===== src/sv/tmfq_pkg.sv =====
`timescale 1ns / 1ps
// ----------------------------------------------------------------------------
// tmfq_pkg
// Shared types and constants for the timestamp match frame queue.
// ----------------------------------------------------------------------------
package tmfq_pkg;

    // Entry storage depth and derived widths
    localparam int DEPTH   = 128;
    localparam int ADDR_W  = $clog2(DEPTH);
    localparam int CNT_W   = $clog2(DEPTH + 1);

    // Field widths
    localparam int TIME_W  = 64;
    localparam int TAG_W   = 32;
    localparam int CAP_W   = 8;
    localparam int FILL_W  = 8;
    localparam int STAT_W  = 3;
    localparam int CMD_W   = 2;
    localparam int ENTRY_W = TIME_W + TAG_W;

    // Stream payload widths, padded to whole bytes
    localparam int IN_FIELDS_W  = TIME_W + TAG_W + TIME_W + 1;
    localparam int IN_DATA_W    = ((IN_FIELDS_W + 7) / 8) * 8;
    localparam int OUT_FIELDS_W = TAG_W + TIME_W + FILL_W + FILL_W + 1;
    localparam int OUT_DATA_W   = ((OUT_FIELDS_W + 7) / 8) * 8;

    localparam logic [CAP_W-1:0] CAPACITY_RESET = CAP_W'(90);

    typedef enum logic [CMD_W-1:0] {
        CMD_PUSH  = 2'd0,
        CMD_POP   = 2'd1,
        CMD_MATCH = 2'd2,
        CMD_CLOSE = 2'd3
    } cmd_t;

    typedef enum logic [STAT_W-1:0] {
        ST_OK     = 3'd0,
        ST_EMPTY  = 3'd1,
        ST_EARLY  = 3'd2,
        ST_RETRY  = 3'd3,
        ST_CLOSED = 3'd4
    } status_t;

    // Commands from the controller to the datapath
    typedef struct packed {
        logic    in_load;    // capture the input transaction
        logic    do_push;    // store the captured entry
        logic    do_close;   // close the queue
        logic    drop;       // discard the oldest entry
        logic    rd_newest;  // read the newest entry instead of the next head
        logic    cand_load;  // take the read entry as the result
        logic    set_status; // record a status code
        status_t status;
        logic    out_load;   // load the output register
    } ctrl_cmd_t;

    // Status from the datapath to the controller
    typedef struct packed {
        cmd_t cmd;
        logic count_zero;
        logic count_one;
        logic closed;
        logic target_before_rd; // target lies before the entry just read
        logic out_free;
    } dp_stat_t;

endpackage


===== src/sv/tmfq_ctrl.sv =====
`timescale 1ns / 1ps
// ----------------------------------------------------------------------------
// tmfq_ctrl
// Controller state machine: sequences push, pop, match and close through
// the datapath and hands each result to the output register.
// ----------------------------------------------------------------------------
module tmfq_ctrl
(
    input  logic                 clk,
    input  logic                 rst_n,
    input  logic                 s_tvalid,
    output logic                 s_tready,
    input  tmfq_pkg::dp_stat_t   stat,
    output tmfq_pkg::ctrl_cmd_t  cmd
);

    typedef enum logic [2:0] {
        S_IDLE,
        S_EXEC,
        S_POP_RD,
        S_M_OLD,
        S_M_NEW,
        S_M_SCAN,
        S_DONE
    } state_t;

    state_t state_reg, state_next;

    // Hold state
    always_ff @(posedge clk or negedge rst_n)
    begin
        if (!rst_n)
            state_reg <= S_IDLE;
        else
            state_reg <= state_next;
    end

    // Decode state into datapath commands
    always_comb
    begin
        state_next     = state_reg;
        s_tready       = 1'b0;
        cmd            = '0;
        cmd.status     = tmfq_pkg::ST_OK;
        unique case (state_reg)
            S_IDLE:
            begin
                s_tready = 1'b1;
                if (s_tvalid)
                begin
                    cmd.in_load = 1'b1;
                    state_next  = S_EXEC;
                end
            end
            S_EXEC:
            begin
                unique case (stat.cmd)
                    tmfq_pkg::CMD_PUSH:
                    begin
                        cmd.do_push = 1'b1;
                        state_next  = S_DONE;
                    end
                    tmfq_pkg::CMD_CLOSE:
                    begin
                        cmd.do_close = 1'b1;
                        state_next   = S_DONE;
                    end
                    tmfq_pkg::CMD_POP:
                    begin
                        if (stat.count_zero)
                        begin
                            cmd.set_status = 1'b1;
                            cmd.status     = stat.closed ? tmfq_pkg::ST_CLOSED
                                                         : tmfq_pkg::ST_RETRY;
                            state_next     = S_DONE;
                        end
                        else
                            state_next = S_POP_RD;
                    end
                    tmfq_pkg::CMD_MATCH:
                    begin
                        if (stat.count_zero)
                        begin
                            cmd.set_status = 1'b1;
                            cmd.status     = tmfq_pkg::ST_EMPTY;
                            state_next     = S_DONE;
                        end
                        else
                            state_next = S_M_OLD;
                    end
                    default: state_next = S_DONE;
                endcase
            end
            S_POP_RD:
            begin
                // take the oldest entry and drop it
                cmd.cand_load = 1'b1;
                cmd.drop      = 1'b1;
                state_next    = S_DONE;
            end
            S_M_OLD:
            begin
                // oldest entry is on the read port
                if (stat.target_before_rd)
                begin
                    cmd.set_status = 1'b1;
                    cmd.status     = tmfq_pkg::ST_EARLY;
                    state_next     = S_DONE;
                end
                else if (stat.closed)
                begin
                    cmd.set_status = 1'b1;
                    cmd.status     = tmfq_pkg::ST_CLOSED;
                    state_next     = S_DONE;
                end
                else
                begin
                    cmd.cand_load = 1'b1;
                    cmd.rd_newest = 1'b1;
                    state_next    = S_M_NEW;
                end
            end
            S_M_NEW:
            begin
                // newest entry is on the read port
                if (!stat.target_before_rd)
                begin
                    cmd.set_status = 1'b1;
                    cmd.status     = tmfq_pkg::ST_RETRY;
                    state_next     = S_DONE;
                end
                else
                begin
                    cmd.drop   = 1'b1;
                    state_next = stat.count_one ? S_DONE : S_M_SCAN;
                end
            end
            S_M_SCAN:
            begin
                // advance while the new head is still at or before the target
                if (stat.target_before_rd)
                    state_next = S_DONE;
                else
                begin
                    cmd.cand_load = 1'b1;
                    cmd.drop      = 1'b1;
                    if (stat.count_one)
                        state_next = S_DONE;
                end
            end
            S_DONE:
            begin
                if (stat.out_free)
                begin
                    cmd.out_load = 1'b1;
                    state_next   = S_IDLE;
                end
            end
            default: state_next = S_IDLE;
        endcase
    end

endmodule


===== config.mk =====
export PLATFORM = sky130hd
export DESIGN_NAME = tmfq_ctrl
export DESIGN_NICKNAME = d
export VERILOG_FILES = /design/src/sv/tmfq_pkg.sv /design/src/sv/tmfq_ctrl.sv
export SDC_FILE = /design/constraint.sdc
export NUM_CORES = 1
export LEC_CHECK = 0
export BUFFER_PORTS_ARGS = -buffer_cell sky130_fd_sc_hd__buf_2
export CAP_MARGIN = 20
export CORE_AREA = 8 8 45 47
export DETAILED_ROUTE_END_ITERATION = 10
export DIE_AREA = 0 0 53 55
export HOLD_SLACK_MARGIN = 0.15
export PLACE_DENSITY = 0.79
export SYNTH_ARGS = -nofsm -noshare
export SYNTH_HDL_FRONTEND = slang
export SYNTH_SLANG_ARGS = --single-unit

===== constraint.sdc =====
create_clock -name clk -period 1.3 [get_ports clk]
set_input_delay 0.13 -clock clk [delete_from_list [all_inputs] [get_ports clk]]
set_output_delay 0.13 -clock clk [all_outputs]
set_load 0.005 [all_outputs]

==> results of run 1 <==
==> tightest hold or removal path, delay by kind of cell <==
family | cells | cell delay, ps
AO/OA/AOI/OAI | 2 | 180
buffers and inverters | 1 | 90
==> cell type report <==
type | instances | area, sq um
Multi-Input combinational cell | 56 | 439
Timing Repair Buffer | 34 | 215
Fill cell | 124 | 589
Clock buffer | 4 | 26.3
Inverter | 4 | 15.0
Sequential cell | 3 | 78.8
Tap cell | 16 | 20.0
==> power by group through the flow <==
stage,Clock [mW],Sequential (mW),Combinational (mW)
2_1_floorplan,0,0.153,0.569
3_3_place_gp,0,0.239,0.723
3_5_place_dp,0,0.243,0.737
4_1_cts,0.166,0.226,0.887
5_1_grt,0.165,0.257,1.03
6_report,0.161,0.250,0.941
==> path summary, 6_finish.rpt <==
kind | start | end | slack (ps)
min in group asynchronous | rst_n | state_reg[0] | 230
worst max-delay path | state_reg[2] | cmd[4] | -150
worst min register to register | state_reg[0] | state_reg[0] | 790
worst max register to register | state_reg[2] | state_reg[0] | -40
worst min-delay path | stat[0] | state_reg[2] | 220
max in group asynchronous | rst_n | state_reg[2] | 940
==> metal layers <==
| metal | track usage | up-vias | wire (microns) |
|---|---|---|---|
| met5 | 0 | - | 0 |
| met4 | 0.0517 | 0 | 18 |
| met3 | 0.0241 | 4 | 95 |
| met2 | 0.201 | 20 | 833 |
| met1 | 0.114 | 296 | 612 |
| li1 | - | 315 | - |
==> cell families (layout without fill, tap and decap cells) <==
| logic type | count (synthesis) | in the layout | share of synthesized area |
|---|---|---|---|
| DFF | 3 | 3 | 0.144 |
| xor gates and xnor gates | 1 | 1 | 0.0167 |
| buffers and inverters | 11 | 42 | 0.108 |
| muxes | 1 | 1 | 0.0191 |
| and+or+nand+nor | 26 | 26 | 0.297 |
| adders and majority gates | 4 | 4 | 0.0957 |
| AOI/OAI and AO/OA | 24 | 24 | 0.321 |
==> layout by cell type (no fill, tap or decap), drive strengths merged, types with 2 or more instances in the layout <==
cell          n
o21a          2
nor3b         4
or2           2
inv           4
nand2b        4
nand2         4
ha            4
dfrtp         3
clkbuf        4
and2          2
a21oi         5
buf          32
nor2          2
o21ai         6
nor2b         2
dlygate4sd3   2
==> metrics by stage <==
| step | TNS (ps) | hold WS, ps |
|---|---|---|
| 5_1_grt | -1430 | 231 |
| 3_3_place_gp | -28.4 | -77.0 |
| 6_report | -839 | 216 |
| 2_1_floorplan | 0 | -166 |
| 3_5_place_dp | -126 | -74.8 |
| 4_1_cts | -791 | 206 |
==> synth_stat cells (all sizes together) <==
| library cell | count |
|---|---|
| o31ai | 1 |
| o311a | 1 |
| and2 | 2 |
| nor2 | 2 |
| nand3b | 1 |
| or2 | 2 |
| a21oi | 5 |
| inv | 4 |
| ha | 4 |
| a211oi | 1 |
| nand2 | 4 |
| nor3b | 4 |
| o211ai | 1 |
| dfrtp | 3 |
| and4b | 1 |
| a31oi | 1 |
| nand2b | 4 |
| mux2i | 1 |
| nor3 | 1 |
| and3 | 1 |
| o21a | 2 |
| a311oi | 1 |
| o21ba | 1 |
| o22ai | 1 |
| o32ai | 1 |
| nor2b | 2 |
| a2111oi | 1 |
| o21ai | 6 |
| nand3 | 1 |
| nor4 | 1 |
| o211a | 1 |
| xor2 | 1 |
| buf | 7 |
==> timing repair <==
item | in CTS | in global routing
setup buffers | 4 | 0
hold endpoints to repair | 4 | 0
resized for setup | 7 | 11
endpoints found under the setup margin | 13 | 13
pin swaps | 1 | 3
hold buffers | 2 | 0
==> metrics.txt, run 1 <==
outcome=finished, violations left; failing checks=setup timing; critical path startpoint category=flop; Leak=0.380 nW; CP max-delay cell=dfrtp_2; pre-CTS setup slack=-53.7 ps; worst r2r path cells=4; Post-Layout Cell Count=117; io pins=22; Fmax=690 MHz; final WL=1560 microns; cell family with most CP delay=flip-flops; P_sw=0.574 mW; HPWL after DPL=1110 microns; Starting Density=0.378; Post-Syn Area=523 sq um; post-layout minimum cycle time=1450 ps; endpoints failing setup=11; Clock Sinks=3; Synthesized Nets=84; Site Rows=14; Seq/Total Area, Yosys=0.144; Synth cell types=35; combinational share of power=0.696; Critical Path RT=1170 ps; largest net degree at the start of global routing=13; Post-Synthesis Cells=70; Clock Latency Late Sink=230 ps; FF+latch count, synth=3; # diodes=0; WL per Instance=between 10 and 15 microns; Inst Count DP=107; gr usage total=0.109; Vias/cell=5.43; largest cells by area after synthesis=dfrtp_1 (14%), ha_1 (9.6%), buf_2 (5.7%); number of global-route vias before repair=583; H-tree depth=1; CTS tree=done; fin area=795 sq um; Reg clk slew, reported paths=30 ps; Die Ht=55 microns; RSZ-0062 raised after global routing=yes; warnings from Yosys=0; CP cell instances=nor3b_2 -> a311oi_1 -> a21oi_1 -> buf_2; max cap viols=0; Slew @ Worst Pin=about 280 ps; Crit path arrival time=1320 ps; P_int=0.778 mW; final net count=116; DIE AREA=0.00292 sq mm; gpl congestion=0.836; Avg Synthesized Cell Area=7.47 sq um; area of placed instances=659 sq um; worst hold path type=in -> reg; PD cells=1700 mW/mm^2; critical path depth in cells=4; vias=635; sw frac=0.425; fin worst setup slack=-149 ps; crit path buf inv count=1; DRC=0; post-synth top area cell=dfrtp_1; Power Total=1.35 mW; DRT Pass-1 Iters=4; initial antenna violation count=0; Core ar.=0.00138 sq mm; worst clock skew=5.36 ps; Slew headroom=0.813; area delta synth->final=51.9%; sequential share of power=0.185; Finished Core Util=0.574; share of cells above drive strength 1=0.485; Port Buffer Count=21; Routed Antenna Nets=0; first-pass GRT wire length=2450 microns; Iter 0 DRT Violations=13; Clock power frac=0.119; CP endpoint kind=primary output; top-area cell type share of the netlist area=0.144; Worst VDD drop=0.835 mV; CP Class=reg -> out; total CTS buffers=3; Slowest Stage Delay on Critical Path=480 ps; chip width=53 microns; Final Cycle Share=1.11; max reg flops=3; gr ovfl total=0; Max Transition Viols Final=0; hold depth=3; CTS Root Cell=clkbuf_4; clock buffer depth=2; Critical Path Fanout Max=8; final number of hold-violating endpoints=0
Power figures use the tool's default switching activity.
==> run 2: changes to the inputs <==
--- a/config.mk
+++ b/config.mk
@@ -12,6 +12,7 @@
 export DIE_AREA = 0 0 53 55
 export HOLD_SLACK_MARGIN = 0.15
 export PLACE_DENSITY = 0.79
+export SETUP_SLACK_MARGIN = 0.4
 export SYNTH_ARGS = -nofsm -noshare
 export SYNTH_HDL_FRONTEND = slang
 export SYNTH_SLANG_ARGS = --single-unit
==> run 2 against run 1 <==
The run still ends with setup timing left. Hold slack got worse by 81 ps. Largest cell class unchanged. Sequential share of layout area decreased by 1.5 points. Die area unchanged. Critical path type unchanged. Critical path depth increased by 1.
==> metrics.txt, run 2 (same netlist as run 1, synthesis figures left out) <==
worst clock skew=6.02 ps (+0.657 ps); initial antenna violation count=0 (unchanged); HPWL after DPL=1320 microns (+19%); final WL=1910 microns (+22%); max layer used=met4; Inst Count DP=109 (+1.9%); CP endpoint kind=primary output; share of cells above drive strength 1=0.581 (+0.0958); Vias/cell=5.54 (+2.0%); DRC=0 (unchanged); pre-CTS setup slack=-28.7 ps (+25.0 ps); post-layout minimum cycle time=1460 ps (+10.1 ps); CP Class=reg -> out; Fmax=685 MHz (-0.69%); gr usage total=0.133 (+0.0241); # diodes=0 (unchanged); Routed Antenna Nets=0 (unchanged); gpl congestion=0.860 (+2.8%); CTS Root Cell=clkbuf_4; Crit path arrival time=1330 ps (about the same); Starting Density=0.378 (unchanged); chip width=53 microns (unchanged); gr ovfl total=0 (unchanged); setup TNS=-1160 ps (-322 ps); Port Buffer Count=21 (unchanged); commonest non-fill, non-tap cell in the layout=buf_2; most frequent cells in the layout=buf_2 (21), buf_4 (8), buf_6 (6); Met1 Routed Length=711 microns (+16%); vias=670 (+5.5%); Power Total=1.75 mW (+30%); Die Ht=55 microns (unchanged); clock buffer depth=2 (unchanged); Clock Sinks=3 (unchanged); Clock Latency Late Sink=240 ps (about the same); io pins=22 (unchanged); H-tree depth=1 (unchanged); Worst VDD drop=1.01 mV (+21%); endpoints failing setup=13 (+2); outcome=finished, violations left; Final Cycle Share=1.12 (+0.00778); max reg flops=3 (unchanged); Critical Path RT=1170 ps (about the same); Leak=0.438 nW (+15%); Slowest Stage Delay on Critical Path=450 ps (-30 ps); total CTS buffers=3 (unchanged); Reg clk slew, reported paths=30 ps (about the same); max cap viols=0 (unchanged); DIE AREA=0.00292 sq mm (unchanged); Max Transition Viols Final=0 (unchanged); worst hold path type=in -> reg; failing checks=setup timing; area delta synth->final=78.9%; Site Rows=14 (unchanged); RSZ-0062 raised after global routing=yes; CP max-delay cell=dfrtp_2; Slew headroom=0.814 (+0.00158); CTS tree=done; Iter 0 DRT Violations=19 (+6); wire length on met3=85 microns (-11%); hold_buf cts=1 (-1); final number of hold-violating endpoints=0 (unchanged); critical path startpoint category=flop; fin worst setup slack=-160 ps (-10.1 ps); first-pass GRT wire length=2890 microns (+18%); final net count=120 (+3.4%); Slew @ Worst Pin=278 ps (-2.37 ps); CP cell instances=buf_6 -> nor2b_4 -> a31oi_1 -> o22ai_1 -> buf_2; largest net degree at the start of global routing=12 (-1); number of global-route vias before repair=631 (+8.2%); Post-Layout Cell Count=121 (+3.4%); Core ar.=0.00138 sq mm (unchanged); Met2 Wirelength=1060 microns (+28%); DRT Pass-1 Iters=4 (unchanged); final-layout fill cell count=113 (-8.9%); Worst R2R Setup Slack=0 ps (+40 ps); PD cells=1870 mW/mm^2 (+10%); WL per Instance=15.8 microns (+18%); Critical Path Fanout Max=5 (-3)
[run 2: path summary, 6_finish.rpt]
path,start,to,depth (start not counted)
setup / recovery,state_reg[2],cmd[2],5
hold / removal,stat[3],state_reg[0],2
setup reg to reg,state_reg[0],state_reg[1],5
hold reg to reg,state_reg[0],state_reg[2],2
max in group asynchronous,rst_n,state_reg[0],2
min in group asynchronous,rst_n,state_reg[1],2
[run 2: timing repair]
action                                  CTS  global route
endpoints found under the setup margin   15            15
cloned                                    0             0
hold endpoints to repair                  4             1
setup buffers                             3             4
resized for setup                         8            14
pin swaps                                 9             7
[run 2: area by class of cell]
cell class	count	area, sq um	area share
Clock buffer	4	26.3	0.0281
Inverter	4	15.0	0.0160
Multi-Input combinational cell	56	513	0.548
Sequential cell	3	78.8	0.0842
Tap cell	16	20.0	0.0214
Timing Repair Buffer	38	283	0.302
[run 2: stage by stage]
stage	utilization	hold WS, ps	instance area, sq um
floorplan	-	-166	612
detailed placement	0.547	-74.4	757
global route	0.676	124	936
global placement	0.547	-76.6	757
CTS	0.610	118	845
finish	0.676	135	936
[run 2: critical path, delay by kind of cell, from the launching register on]
kind | cells | cell delay (ps)
DFF | 1 | 450
and+or+nand+nor | 1 | 140
AOI/OAI and AO/OA | 2 | 240
buffers and inverters | 2 | 270
[run 2: layer usage]
| metal | vias up | global-route usage |
|---|---|---|
| met4 | 0 | 0.0388 |
| met3 | 6 | 0.0348 |
| met5 | - | 0 |
| li1 | 324 | - |
| met2 | 23 | 0.260 |
| met1 | 317 | 0.134 |
[run 2: power breakdown]
part           internal [mW]  switching (mW)
clock                  0.115          0.0506
combinational          0.749           0.610
sequential             0.143          0.0835
